`config.mk`:
```
export PLATFORM = sky130hd
export DESIGN_NAME = histogram_quantile_engine_core
export DESIGN_NICKNAME = d
export VERILOG_FILES = /design/src/design/hqe_pkg.sv /design/src/design/histogram_quantile_engine_core.sv /design/src/design/hqe_div.sv /design/src/design/hqe_datapath.sv /design/src/design/hqe_ctrl.sv
export SDC_FILE = /design/constraint.sdc
export NUM_CORES = 2
export LEC_CHECK = 0
export ABC_AREA = 1
export BUFFER_PORTS_ARGS = -buffer_cell sky130_fd_sc_hd__buf_2
export CAP_MARGIN = 20
export CORE_MARGIN = 8
export CORE_UTILIZATION = 35
export CTS_CLUSTER_DIAMETER = 40
export DETAILED_ROUTE_END_ITERATION = 6
export PLACE_DENSITY = 0.48
export RECOVER_POWER = 50
export SLEW_MARGIN = 20
export SYNTH_ARGS = -nofsm -noshare
export SYNTH_HDL_FRONTEND = slang
export SYNTH_SLANG_ARGS = --single-unit
```
`constraint.sdc`:
```
create_clock -name clock -period 10 [get_ports clock]
set_input_delay 2 -clock clock [delete_from_list [all_inputs] [get_ports clock]]
set_output_delay 2 -clock clock [all_outputs]
set_load 0.02 [all_outputs]
```
`src/design/hqe_pkg.sv`:
```
`default_nettype none

package hqe_pkg;

   // Sizing of the histogram
   localparam int NUM_BINS    = 40;
   localparam int COUNT_WIDTH = 32;

   localparam int DATA_W    = 16;
   localparam int FRAC_W    = 17;
   localparam int BIN_IDX_W = $clog2(NUM_BINS);
   localparam int BIN_CNT_W = $clog2(NUM_BINS + 1);
   localparam int USED_W    = COUNT_WIDTH + BIN_CNT_W;
   localparam int PROD_W    = COUNT_WIDTH + FRAC_W;
   localparam int TOT_EXT_W = COUNT_WIDTH + 32;

   // Restoring divider
   localparam int DIV_D_W   = $clog2((NUM_BINS + 1) * 65536);
   localparam int DIV_V_W   = 16;
   localparam int DIV_Q_W   = 17;
   localparam int DIV_S_W   = DIV_V_W + DIV_Q_W - 1;
   localparam int DIV_CNT_W = $clog2(DIV_Q_W);

   // b * span product for the quantile position
   localparam int QP_W = BIN_CNT_W + 18;

   // Quantile position: floor(m / NUM_BINS) as (m * QR_MUL) >> QR_SH,
   // exact for any m below 2**DIV_D_W
   localparam int QR_SH  = DIV_D_W + BIN_IDX_W;
   localparam int QR_W   = DIV_D_W + 2;
   localparam int QR_P_W = DIV_D_W + QR_W;
   localparam logic [QR_W-1:0] QR_MUL =
      QR_W'(((longint'(1) << QR_SH) + longint'(NUM_BINS) - 1) / longint'(NUM_BINS));

   localparam logic [FRAC_W-1:0] FRAC_ONE = FRAC_W'(65536);

   // Opcodes
   localparam logic [1:0] OP_ADD   = 2'd0;
   localparam logic [1:0] OP_QUERY = 2'd1;
   localparam logic [1:0] OP_CLEAR = 2'd2;

   // Result status codes
   localparam logic [1:0] ST_BINNED = 2'd0;
   localparam logic [1:0] ST_BELOW  = 2'd1;
   localparam logic [1:0] ST_ABOVE  = 2'd2;
   localparam logic [1:0] ST_DONE   = 2'd3;

   // Register map
   localparam int CSR_IDX_W = 1;
   localparam logic [CSR_IDX_W-1:0] CSR_RANGE_LOW  = 1'b0;
   localparam logic [CSR_IDX_W-1:0] CSR_RANGE_HIGH = 1'b1;

   localparam logic signed [DATA_W-1:0] RANGE_LOW_RST  = -16'sd6144;
   localparam logic signed [DATA_W-1:0] RANGE_HIGH_RST = 16'sd6144;

   typedef struct packed {
      logic [1:0]               opcode;
      logic signed [DATA_W-1:0] sample;
      logic [FRAC_W-1:0]        fraction;
   } req_type;

   typedef struct packed {
      logic [1:0]               status;
      logic [5:0]               bin_index;
      logic signed [DATA_W-1:0] quantile_value;
      logic [31:0]              sample_total;
   } rsp_type;

   // Controller to datapath
   typedef struct packed {
      logic       accept;
      logic       inc_total;
      logic       inc_under;
      logic       inc_over;
      logic       clear_all;
      logic       div_bin;
      logic       bin_capture;
      logic       mem_rd;
      logic       rd_next;
      logic       bin_write;
      logic       prod_load;
      logic       walk_step;
      logic       div_query;
      logic       q_capture;
      logic       status_load;
      logic [1:0] status_code;
      logic       rsp_load;
   } dp_cmd_type;

   // Datapath to controller
   typedef struct packed {
      logic [1:0] opcode;
      logic       below;
      logic       above;
      logic       walk_stop;
      logic       div_done;
   } dp_sts_type;

endpackage

`default_nettype wire

```
`src/design/histogram_quantile_engine_core.sv`:
```
// Fixed-bin histogram with quantile query.
// Request channel (req_valid / req_stall / req_data): one transaction per
// operation: add sample, quantile query or clear. Response channel
// (rsp_valid / rsp_stall / rsp_data): exactly one transaction per request,
// in request order. Config channel (csr_valid / csr_ready / csr_index /
// csr_data) sets the range edges; it is always ready and should be written
// only while no request is in flight.
// One request is processed at a time. Clear, unused opcode and
// out-of-range samples go from decode straight to the response state; an
// in-range sample runs the bit-serial divider by the span plus a
// read-modify-write of the bin store; a query steps bins (one bin store
// read per step, then a reciprocal multiply for the position). The next
// request is taken in the idle state after the response is loaded; the
// longest item is a query that steps over all 40 bins.
// The response sits in an output register; a new request is taken while
// it waits. If the receiver stalls, the next result holds in the response
// state and req_stall stays high until the output register frees up.
// Synchronous reset clears all counters (via per-bin valid bits, no sweep),
// restores the default range and empties the response register.
`default_nettype none

module histogram_quantile_engine_core (
   input  wire logic                           clock,
   input  wire logic                           reset,
   input  wire logic                           req_valid,
   output logic                                req_stall,
   input  wire hqe_pkg::req_type               req_data,
   output logic                                rsp_valid,
   input  wire logic                           rsp_stall,
   output hqe_pkg::rsp_type                    rsp_data,
   input  wire logic                           csr_valid,
   output logic                                csr_ready,
   input  wire logic [hqe_pkg::CSR_IDX_W-1:0]  csr_index,
   input  wire logic [hqe_pkg::DATA_W-1:0]     csr_data
);

   hqe_pkg::dp_cmd_type cmd;
   hqe_pkg::dp_sts_type sts;

   assign csr_ready = 1'b1;

   hqe_ctrl u_ctrl (
      .clock     (clock),
      .reset     (reset),
      .req_valid (req_valid),
      .req_stall (req_stall),
      .rsp_valid (rsp_valid),
      .rsp_stall (rsp_stall),
      .sts       (sts),
      .cmd       (cmd)
   );

   hqe_datapath u_datapath (
      .clock     (clock),
      .reset     (reset),
      .req_data  (req_data),
      .csr_write (csr_valid & csr_ready),
      .csr_index (csr_index),
      .csr_data  (csr_data),
      .cmd       (cmd),
      .sts       (sts),
      .rsp_data  (rsp_data)
   );

endmodule

`default_nettype wire

```
`src/design/hqe_div.sv`:
```
`default_nettype none

// Restoring unsigned divider, one quotient bit per cycle.
module hqe_div (
   input  wire logic                              clock,
   input  wire logic                              reset,
   input  wire logic                              start,
   input  wire logic [hqe_pkg::DIV_D_W-1:0]       dividend,
   input  wire logic [hqe_pkg::DIV_V_W-1:0]       divisor,
   output logic                                   done,
   output logic [hqe_pkg::DIV_Q_W-1:0]            quotient
);

   logic                              busy_ff, busy_in;
   logic                              done_ff, done_in;
   logic [hqe_pkg::DIV_CNT_W-1:0]     cnt_ff, cnt_in;
   logic [hqe_pkg::DIV_D_W-1:0]       rem_ff, rem_in;
   logic [hqe_pkg::DIV_S_W-1:0]       dsh_ff, dsh_in;
   logic [hqe_pkg::DIV_Q_W-1:0]       quo_ff, quo_in;
   logic                              fits;

   // Trial subtract against the shifted divisor
   assign fits = (hqe_pkg::DIV_S_W'(rem_ff) >= dsh_ff);

   always_comb begin
      busy_in = busy_ff;
      done_in = 1'b0;
      cnt_in  = cnt_ff;
      rem_in  = rem_ff;
      dsh_in  = dsh_ff;
      quo_in  = quo_ff;
      if (start) begin
         busy_in = 1'b1;
         cnt_in  = '0;
         rem_in  = dividend;
         dsh_in  = {divisor, {(hqe_pkg::DIV_Q_W-1){1'b0}}};
         quo_in  = '0;
      end else if (busy_ff) begin
         if (fits) begin
            rem_in = rem_ff - dsh_ff[hqe_pkg::DIV_D_W-1:0];
         end
         quo_in = {quo_ff[hqe_pkg::DIV_Q_W-2:0], fits};
         dsh_in = dsh_ff >> 1;
         cnt_in = cnt_ff + hqe_pkg::DIV_CNT_W'(1);
         if (cnt_ff == hqe_pkg::DIV_CNT_W'(hqe_pkg::DIV_Q_W - 1)) begin
            busy_in = 1'b0;
            done_in = 1'b1;
         end
      end
   end

   always_ff @(posedge clock) begin
      if (reset) begin
         busy_ff <= 1'b0;
         done_ff <= 1'b0;
         cnt_ff  <= '0;
      end else begin
         busy_ff <= busy_in;
         done_ff <= done_in;
         cnt_ff  <= cnt_in;
      end
   end

   always_ff @(posedge clock) begin
      rem_ff <= rem_in;
      dsh_ff <= dsh_in;
      quo_ff <= quo_in;
   end

   assign done     = done_ff;
   assign quotient = quo_ff;

   // A new divide is never launched over a running one
   assert property (@(posedge clock) disable iff (reset) start |-> !busy_ff)
      else $error("divider started while busy");

   // Completion is a single-cycle pulse
   assert property (@(posedge clock) disable iff (reset) done_ff |=> !done_ff)
      else $error("divider done held longer than one cycle");

endmodule

`default_nettype wire

```
`src/design/hqe_datapath.sv`:
```
`default_nettype none

module hqe_datapath (
   input  wire logic                              clock,
   input  wire logic                              reset,
   input  wire hqe_pkg::req_type                  req_data,
   input  wire logic                              csr_write,
   input  wire logic [hqe_pkg::CSR_IDX_W-1:0]     csr_index,
   input  wire logic [hqe_pkg::DATA_W-1:0]        csr_data,
   input  wire hqe_pkg::dp_cmd_type               cmd,
   output hqe_pkg::dp_sts_type                    sts,
   output hqe_pkg::rsp_type                       rsp_data
);

   localparam int CW = hqe_pkg::COUNT_WIDTH;

   function automatic logic [CW-1:0] sat_inc(input logic [CW-1:0] c);
      return (&c) ? c : c + CW'(1);
   endfunction

   // Configuration
   logic signed [hqe_pkg::DATA_W-1:0] low_ff, high_ff;

   // Item and working registers
   hqe_pkg::req_type                  item_ff;
   logic [CW-1:0]                     under_ff, over_ff, total_ff;
   logic [hqe_pkg::BIN_CNT_W-1:0]     b_ff, b_in;
   logic [hqe_pkg::USED_W-1:0]        used_ff;
   logic [hqe_pkg::PROD_W-1:0]        prod_ff;
   logic                              neg_ff;
   logic [hqe_pkg::DIV_D_W-1:0]       qm_ff;
   logic signed [hqe_pkg::DATA_W-1:0] qval_ff;
   logic [1:0]                        res_status_ff;
   hqe_pkg::rsp_type                  rsp_ff;

   // Bin store
   logic [CW-1:0]                     mem [hqe_pkg::NUM_BINS];
   logic [hqe_pkg::NUM_BINS-1:0]      bin_vld_ff;
   logic [CW-1:0]                     rd_data_ff;
   logic                              rd_vld_ff;
   logic [hqe_pkg::BIN_CNT_W-1:0]     rd_addr;
   logic                              rd_in_range;
   logic [CW-1:0]                     bin_val;

   // Arithmetic
   logic signed [16:0]                span, off;
   logic [hqe_pkg::FRAC_W-1:0]        frac_sat;
   logic [CW:0]                       limit;
   logic signed [hqe_pkg::QP_W-1:0]   qprod;
   logic [hqe_pkg::QP_W-1:0]          qmag;
   logic [hqe_pkg::QR_P_W-1:0]        qrec;
   logic [hqe_pkg::DIV_Q_W-1:0]       qquo;
   logic [hqe_pkg::DIV_D_W-1:0]       div_dividend;
   logic [hqe_pkg::DIV_V_W-1:0]       div_divisor;
   logic                              div_done;
   logic [hqe_pkg::DIV_Q_W-1:0]       div_q;
   logic signed [17:0]                fdiv, qsum;
   logic [hqe_pkg::BIN_CNT_W+5:0]     bin_ext;
   logic [hqe_pkg::TOT_EXT_W-1:0]     tot_ext;
   logic [31:0]                       tot32;

   assign span = {high_ff[15], high_ff} - {low_ff[15], low_ff};
   assign off  = {item_ff.sample[15], item_ff.sample} - {low_ff[15], low_ff};

   // Configuration registers
   always_ff @(posedge clock) begin
      if (reset) begin
         low_ff  <= hqe_pkg::RANGE_LOW_RST;
         high_ff <= hqe_pkg::RANGE_HIGH_RST;
      end else if (csr_write) begin
         case (csr_index)
            hqe_pkg::CSR_RANGE_LOW:  low_ff  <= csr_data;
            hqe_pkg::CSR_RANGE_HIGH: high_ff <= csr_data;
            default: ;
         endcase
      end
   end

   // Counters
   always_ff @(posedge clock) begin
      if (reset || cmd.clear_all) begin
         under_ff <= '0;
         over_ff  <= '0;
         total_ff <= '0;
      end else begin
         if (cmd.inc_total) total_ff <= sat_inc(total_ff);
         if (cmd.inc_under) under_ff <= sat_inc(under_ff);
         if (cmd.inc_over)  over_ff  <= sat_inc(over_ff);
      end
   end

   // Quantile limit: floor(total * q)
   assign frac_sat = (item_ff.fraction > hqe_pkg::FRAC_ONE) ? hqe_pkg::FRAC_ONE
                                                            : item_ff.fraction;
   assign limit    = prod_ff[hqe_pkg::PROD_W-1:16];

   // Bin read port
   assign rd_addr     = cmd.rd_next ? b_ff + hqe_pkg::BIN_CNT_W'(1) : b_ff;
   assign rd_in_range = (rd_addr < hqe_pkg::BIN_CNT_W'(hqe_pkg::NUM_BINS));
   assign bin_val     = rd_vld_ff ? rd_data_ff : '0;

   always_ff @(posedge clock) begin
      if (cmd.mem_rd) begin
         rd_data_ff <= mem[rd_addr[hqe_pkg::BIN_IDX_W-1:0]];
         rd_vld_ff  <= rd_in_range && bin_vld_ff[rd_addr[hqe_pkg::BIN_IDX_W-1:0]];
      end
      if (cmd.bin_write) begin
         mem[b_ff[hqe_pkg::BIN_IDX_W-1:0]] <= sat_inc(bin_val);
      end
   end

   // Entry valid bits; an unwritten bin reads as zero
   always_ff @(posedge clock) begin
      if (reset || cmd.clear_all) begin
         bin_vld_ff <= '0;
      end else if (cmd.bin_write) begin
         bin_vld_ff[b_ff[hqe_pkg::BIN_IDX_W-1:0]] <= 1'b1;
      end
   end

   // Divider operands: NUM_BINS * offset over the span
   assign div_dividend = hqe_pkg::DIV_D_W'(hqe_pkg::NUM_BINS)
                       * hqe_pkg::DIV_D_W'(off[15:0]);
   assign div_divisor  = span[15:0];

   hqe_div u_div (
      .clock    (clock),
      .reset    (reset),
      .start    (cmd.div_bin),
      .dividend (div_dividend),
      .divisor  (div_divisor),
      .done     (div_done),
      .quotient (div_q)
   );

   // Quantile position: b * span, magnitude biased so the quotient floors
   assign qprod = $signed({{(hqe_pkg::QP_W-hqe_pkg::BIN_CNT_W){1'b0}}, b_ff})
                * $signed({{(hqe_pkg::QP_W-17){span[16]}}, span});
   assign qmag  = qprod[hqe_pkg::QP_W-1] ? hqe_pkg::QP_W'(-qprod) : hqe_pkg::QP_W'(qprod);

   // Divide by NUM_BINS through a reciprocal multiply
   assign qrec = hqe_pkg::QR_P_W'(qm_ff) * hqe_pkg::QR_P_W'(hqe_pkg::QR_MUL);
   assign qquo = qrec[hqe_pkg::QR_SH+hqe_pkg::DIV_Q_W-1:hqe_pkg::QR_SH];

   // Floor toward minus infinity for a negative product
   assign fdiv = neg_ff ? -$signed({1'b0, qquo}) : $signed({1'b0, qquo});
   assign qsum = $signed({{2{low_ff[15]}}, low_ff}) + fdiv;

   // Bin / step index
   always_comb begin
      b_in = b_ff;
      if (cmd.accept || cmd.prod_load) begin
         b_in = '0;
      end else if (cmd.bin_capture) begin
         b_in = (div_q > hqe_pkg::DIV_Q_W'(hqe_pkg::NUM_BINS - 1))
              ? hqe_pkg::BIN_CNT_W'(hqe_pkg::NUM_BINS - 1)
              : div_q[hqe_pkg::BIN_CNT_W-1:0];
      end else if (cmd.walk_step) begin
         b_in = b_ff + hqe_pkg::BIN_CNT_W'(1);
      end
   end

   // Working registers
   always_ff @(posedge clock) begin
      b_ff <= b_in;
      if (cmd.accept) begin
         item_ff <= req_data;
         qval_ff <= '0;
      end
      if (cmd.prod_load) begin
         prod_ff <= hqe_pkg::PROD_W'(total_ff) * hqe_pkg::PROD_W'(frac_sat);
         used_ff <= hqe_pkg::USED_W'(under_ff);
      end else if (cmd.walk_step) begin
         used_ff <= used_ff + hqe_pkg::USED_W'(bin_val);
      end
      if (cmd.div_query) begin
         neg_ff <= qprod[hqe_pkg::QP_W-1];
         qm_ff  <= qmag[hqe_pkg::DIV_D_W-1:0]
                 + (qprod[hqe_pkg::QP_W-1] ? hqe_pkg::DIV_D_W'(hqe_pkg::NUM_BINS - 1)
                                           : '0);
      end
      if (cmd.q_capture) begin
         qval_ff <= qsum[15:0];
      end
      if (cmd.status_load) begin
         res_status_ff <= cmd.status_code;
      end
   end

   // Result register
   assign bin_ext = {6'b0, b_ff};
   assign tot_ext = {32'b0, total_ff};
   assign tot32   = (tot_ext > hqe_pkg::TOT_EXT_W'(32'hFFFF_FFFF)) ? 32'hFFFF_FFFF
                                                                   : tot_ext[31:0];

   always_ff @(posedge clock) begin
      if (cmd.rsp_load) begin
         rsp_ff.status         <= res_status_ff;
         rsp_ff.bin_index      <= bin_ext[5:0];
         rsp_ff.quantile_value <= qval_ff;
         rsp_ff.sample_total   <= tot32;
      end
   end

   assign rsp_data = rsp_ff;

   // Status to the controller
   assign sts.opcode    = item_ff.opcode;
   assign sts.below     = (item_ff.sample < low_ff);
   assign sts.above     = (item_ff.sample >= high_ff);
   assign sts.walk_stop = (b_ff == hqe_pkg::BIN_CNT_W'(hqe_pkg::NUM_BINS))
                       || (used_ff > hqe_pkg::USED_W'(limit));
   assign sts.div_done  = div_done;

   // A binned sample always lands inside the store
   assert property (@(posedge clock) disable iff (reset)
      cmd.bin_write |-> (b_ff < hqe_pkg::BIN_CNT_W'(hqe_pkg::NUM_BINS)))
      else $error("bin write beyond the last bin");

   // The walk never steps past the last bin
   assert property (@(posedge clock) disable iff (reset)
      cmd.walk_step |-> (b_ff < hqe_pkg::BIN_CNT_W'(hqe_pkg::NUM_BINS)))
      else $error("quantile walk stepped past the last bin");

endmodule

`default_nettype wire

```
`src/design/hqe_ctrl.sv`:
```
`default_nettype none

module hqe_ctrl (
   input  wire logic                 clock,
   input  wire logic                 reset,
   input  wire logic                 req_valid,
   output logic                      req_stall,
   output logic                      rsp_valid,
   input  wire logic                 rsp_stall,
   input  wire hqe_pkg::dp_sts_type  sts,
   output hqe_pkg::dp_cmd_type       cmd
);

   typedef enum logic [3:0] {
      S_IDLE,
      S_DECODE,
      S_DIV_BIN,
      S_BIN_RD,
      S_BIN_WR,
      S_Q_LIM,
      S_WALK,
      S_Q_DIV,
      S_RESP
   } state_type;

   state_type state_ff, state_in;
   logic      rsp_valid_ff, rsp_valid_in;
   logic      out_free;

   assign req_stall = (state_ff != S_IDLE);
   assign out_free  = !rsp_valid_ff || !rsp_stall;

   // Next state and datapath commands
   always_comb begin
      state_in     = state_ff;
      rsp_valid_in = rsp_valid_ff && rsp_stall;
      cmd          = '0;
      case (state_ff)
         S_IDLE: begin
            if (req_valid) begin
               cmd.accept = 1'b1;
               state_in   = S_DECODE;
            end
         end
         S_DECODE: begin
            case (sts.opcode)
               hqe_pkg::OP_ADD: begin
                  if (sts.below) begin
                     cmd.inc_total   = 1'b1;
                     cmd.inc_under   = 1'b1;
                     cmd.status_load = 1'b1;
                     cmd.status_code = hqe_pkg::ST_BELOW;
                     state_in        = S_RESP;
                  end else if (sts.above) begin
                     cmd.inc_total   = 1'b1;
                     cmd.inc_over    = 1'b1;
                     cmd.status_load = 1'b1;
                     cmd.status_code = hqe_pkg::ST_ABOVE;
                     state_in        = S_RESP;
                  end else begin
                     cmd.div_bin = 1'b1;
                     state_in    = S_DIV_BIN;
                  end
               end
               hqe_pkg::OP_QUERY: begin
                  cmd.prod_load   = 1'b1;
                  cmd.status_load = 1'b1;
                  cmd.status_code = hqe_pkg::ST_DONE;
                  state_in        = S_Q_LIM;
               end
               hqe_pkg::OP_CLEAR: begin
                  cmd.clear_all   = 1'b1;
                  cmd.status_load = 1'b1;
                  cmd.status_code = hqe_pkg::ST_DONE;
                  state_in        = S_RESP;
               end
               default: begin
                  cmd.status_load = 1'b1;
                  cmd.status_code = hqe_pkg::ST_DONE;
                  state_in        = S_RESP;
               end
            endcase
         end
         S_DIV_BIN: begin
            if (sts.div_done) begin
               cmd.bin_capture = 1'b1;
               state_in        = S_BIN_RD;
            end
         end
         S_BIN_RD: begin
            cmd.mem_rd = 1'b1;
            state_in   = S_BIN_WR;
         end
         S_BIN_WR: begin
            cmd.bin_write   = 1'b1;
            cmd.inc_total   = 1'b1;
            cmd.status_load = 1'b1;
            cmd.status_code = hqe_pkg::ST_BINNED;
            state_in        = S_RESP;
         end
         S_Q_LIM: begin
            // fetch bin 0 for the first walk step
            cmd.mem_rd = 1'b1;
            state_in   = S_WALK;
         end
         S_WALK: begin
            if (sts.walk_stop) begin
               cmd.div_query = 1'b1;
               state_in      = S_Q_DIV;
            end else begin
               cmd.walk_step = 1'b1;
               cmd.mem_rd    = 1'b1;
               cmd.rd_next   = 1'b1;
            end
         end
         S_Q_DIV: begin
            // position from the registered magnitude
            cmd.q_capture = 1'b1;
            state_in      = S_RESP;
         end
         S_RESP: begin
            if (out_free) begin
               cmd.rsp_load = 1'b1;
               rsp_valid_in = 1'b1;
               state_in     = S_IDLE;
            end
         end
         default: begin
            state_in = S_IDLE;
         end
      endcase
   end

   always_ff @(posedge clock) begin
      if (reset) begin
         state_ff     <= S_IDLE;
         rsp_valid_ff <= 1'b0;
      end else begin
         state_ff     <= state_in;
         rsp_valid_ff <= rsp_valid_in;
      end
   end

   assign rsp_valid = rsp_valid_ff;

   // A new result only appears out of the response state
   assert property (@(posedge clock) disable iff (reset)
      $rose(rsp_valid_ff) |-> $past(state_ff == S_RESP))
      else $error("result raised outside the response state");

endmodule

`default_nettype wire
```
==> flow_summary.toml <==
[timing]
finalCritPeriodShare_pct = 87.08
fin_skew_ps = 75.42
fin_ws_ps = 1292
rsz0062_at_grt = "false"
finalSetupViolations = 0
period_needed_ps = 8708
drv_slew = 1709
hold_violations = 0
fmax_ghz = 0.1148
setup_tns_ps = 0
timing.slew.headroom_pct = -167.1
tightest_slew_ps = 4006

[layout]
num-nets-final = 13130
final_layout_size_suffix_gt1_share_pct = 6.833
final.fill_count = 30720
area_delta_synth_final_pct = 15.30

[critical_path]
critPathKind = "reg -> reg"
critPathArrivalTime_ps = 9310
cpPeakStageDelay_ps = 920
crit_buf_inv = 7
cp_top_family = "adder cells"
crit_path_top_delay_cell = "inv_1"
cp_max_fo = 23
endpoint_kind = "flip-flop"
critical_path_required_ps = 10600
cp-start-kind = "flip-flop"

[yosys]
synth_edf_count = 1545
yosysSeqAreaShare_pct = 46.19
async_flop_share_pct = 0
synth_cell_type_count = 61
syn_nets = 12980
synth_area_um2 = 108900
synth_top_area_share_pct = 42.59
synth_seq_cells = 1741
syn_inst = 11720
yosysWarningCount = 0
ys.flop_type = "edfxtp_1"
syn_area_per_cell_um2 = 9.296
synth_top_area_cell = "edfxtp_1"
synth_area_leaders = "edfxtp_1 43%, fa_1 12%, nand2_1 9.3%"

[floorplanning]
fp.dieH_um = 573.9
start_util_pct = 35.04
coreArea_um2 = 310900
die_x_um = 573.9
num_rows = 205
dieArea_um2 = 329400
ioPinCount = 116

[clock_tree]
ctsHoldBuffers = 0
cts_max_path_buffers = 4
clock_latency_ps = 890
postCtsSetupBuffers = 0
htreeDepth = 5
cts_buffers = 314
clk_pin_slew_ps = 60
cts_resized = 0
cts_tree = "built"
cts_root_buf = "clkbuf_16"
clock-sinks = 1741

[routing]
ant_nets = 0
vias = 81990
wl_per_cell_um = 22.04
route.detailed.drc = 0
vias_per_cell = 5.036
drt_wl_total_mm = 358.9
drt_iter0_markers = 6627
drt_first_pass_iters = 6

[global_routing]
grt-ovfl-total = 0
first_global_vias = 82530
grt_pass1_wl_mm = 534.4
grtUsageTotal_pct = 21.28
grt_max_degree = 144
antenna_found_initial = 23

[placed_design]
place_congestion = 0.8975
portBuffers = 114
dp_hpwl_mm = 237.5
pre_cts_ws_ps = 1339

[power_and_ir_drop]
p_per_area_nw_per_um2 = 178.4
power_leakage_nw = 53.91
ir_worst_vdd_v = 0.0001419

[worst_hold_path]
hold_class = "reg -> reg"

[outcome]
violations = "capacitance limit, slew limit"
status = "complete, but fails checks"

[flow_run]
drv_cap = 53
==> layout by cell type (no fill, tap or decap), types with 36 or more instances in the layout <==
cell type and instances:
a21oi_1 396, a31oi_1 36, buf_2 52, buf_4 91, bufinv_16 42, clkbuf_1 168, clkbuf_16 323, clkinv_2 42
dfxtp_1 196, edfxtp_1 1545, fa_1 666, ha_1 534, inv_1 2000, nand2_1 2700, nand3_1 1105, nand4_1 73
nor2_1 888, nor2_4 44, nor3_1 95, nor4_1 44, o211ai_1 46, o21ai_0 360, o221ai_1 65, xnor2_1 56
xor2_1 127
==> routing by layer <==
| metal | up-vias | track usage [%] | routed length [µm] |
|---|---|---|---|
| met3 | 575 | 2.736 | 18940 |
| met1 | 40680 | 28.22 | 156300 |
| li1 | 38360 | - | - |
| met4 | 0 | 7.110 | 13250 |
| met2 | 2370 | 36.06 | 170400 |
| met5 | - | 0 | 0 |
==> final timing paths <==
| kind | from | end | slack (ps) | cells past startpoint |
|---|---|---|---|---|
| setup / recovery | u_datapath.item_ff[12] | u_datapath.prod_ff[37] | 1290 | 29 |
| hold / removal | u_datapath.res_status_ff[0] | u_datapath.rsp_data[54] | 420 | 0 |
| setup reg to reg | u_datapath.item_ff[12] | u_datapath.prod_ff[37] | 1290 | 29 |
| hold reg to reg | u_datapath.res_status_ff[0] | u_datapath.rsp_data[54] | 420 | 0 |
==> flip-flops by register name (all words and copies together), names as in the netlist, 2 cells and up <==
| name | cells |
|---|---|
| u_datapath.under_ff | 32 |
| u_datapath.sts | 2 |
| u_datapath.u_div.dsh_ff | 32 |
| u_datapath.bin_vld_ff | 40 |
| u_datapath.mem | 1280 |
| u_datapath.u_div.rem_ff | 22 |
| u_datapath.u_div.quotient | 17 |
| u_datapath.item_ff | 33 |
| u_datapath.total_ff | 32 |
| u_datapath.u_div.cnt_ff | 5 |
| u_datapath.qval_ff | 16 |
| u_datapath.b_ff | 6 |
| u_datapath.low_ff | 16 |
| u_datapath.high_ff | 16 |
| u_datapath.res_status_ff | 2 |
| u_ctrl.state_ff | 4 |
| u_datapath.rsp_data | 56 |
| u_datapath.prod_ff | 33 |
| u_datapath.used_ff | 38 |
| u_datapath.rd_data_ff | 32 |
| u_datapath.qm_ff | 22 |
==> synthesized netlist by cell type, types with 5 or more instances <==
master     instances
clkbuf_1         198
o31ai_1           11
o21a_1            25
nand3_1         1105
dfxtp_1          196
fa_1             666
o21bai_1          14
nor2_4             5
a21o_1            19
a211oi_1           5
a31oi_1           36
and3_1            10
buf_4             39
o211ai_1          46
nor2_2             9
a21boi_0           7
nor3_1            95
buf_6              7
and2_1             9
xnor2_1           56
nand3b_1           8
ha_1             534
buf_1             22
buf_2            189
o21ai_0          359
o21ai_1           33
nor3b_1            8
nor2_1           931
xor2_1           149
inv_1           1999
clkinv_1           5
o22ai_1           12
o221ai_1          65
nand2_2           23
nand4_1           73
o2111ai_1          5
or2_2             16
edfxtp_1        1545
nand2_1         2702
inv_2              9
nor4_1            44
a21oi_1          400
==> final cells by class <==
type / instances / area, µm² / area share (%)
flip-flops and latches: 1741 / 50320 / 40.06
multi-input cells: 7506 / 49720 / 39.58
clock buffers: 370 / 8399 / 6.687
inverters: 2013 / 7557 / 6.016
well taps: 4140 / 5180 / 4.124
clock inverters: 211 / 2649 / 2.109
repair buffers: 292 / 1768 / 1.407
diodes: 8 / 20.02 / 0.01594
==> worst reg2reg max path, delay by kind of cell, from the launching register on <==
| kind | cells | cell delay [ps] |
|---|---|---|
| xor gates and xnor gates | 1 | 160 |
| AOI/OAI and AO/OA | 6 | 1270 |
| buffers and inverters | 7 | 1430 |
| and+or+nand+nor | 8 | 1820 |
| DFF | 1 | 400 |
| adders and majority gates | 7 | 3370 |
==> logic make-up (layout without fill, tap and decap cells) <==
group	Yosys count	count (layout)	synth area share (%)
buffers and inverters	2472	2886	8.931
XOR/XNOR	206	206	1.663
other	1	9	0.003442
AND/OR/NAND/NOR	5047	5047	19.35
flip-flops	1741	1741	46.19
AO/OA/AOI/OAI	1052	1052	5.491
adder cells (fa/ha/maj)	1200	1200	18.37
==> stage by stage <==
step / hold slack, ps / power (mW) / cell area [µm²] / utilization, % / cells
6_report: 415.6 / 22.41 / 125600 / 40.41 / 16280
5_1_grt: 414.2 / 23.27 / 125600 / 40.40 / 16280
4_1_cts: 412.1 / 22.64 / 126000 / 40.54 / 16270
3_5_place_dp: 406.5 / 11.44 / 115000 / 36.99 / 15690
3_3_place_gp: 408.0 / 11.41 / 114800 / 36.94 / 15680
2_1_floorplan: 400.3 / 10.37 / 108900 / - / 11720
==> power by group <==
part	switching (mW)	internal, mW	leakage (nW)	total, mW
Clock	3.94	7.16	5.30	11.1
Sequential	0.172	8.21	15.7	8.38
Combinational	2.06	0.873	32.9	2.93
No activity file was read; power rests on OpenSTA's default activity.
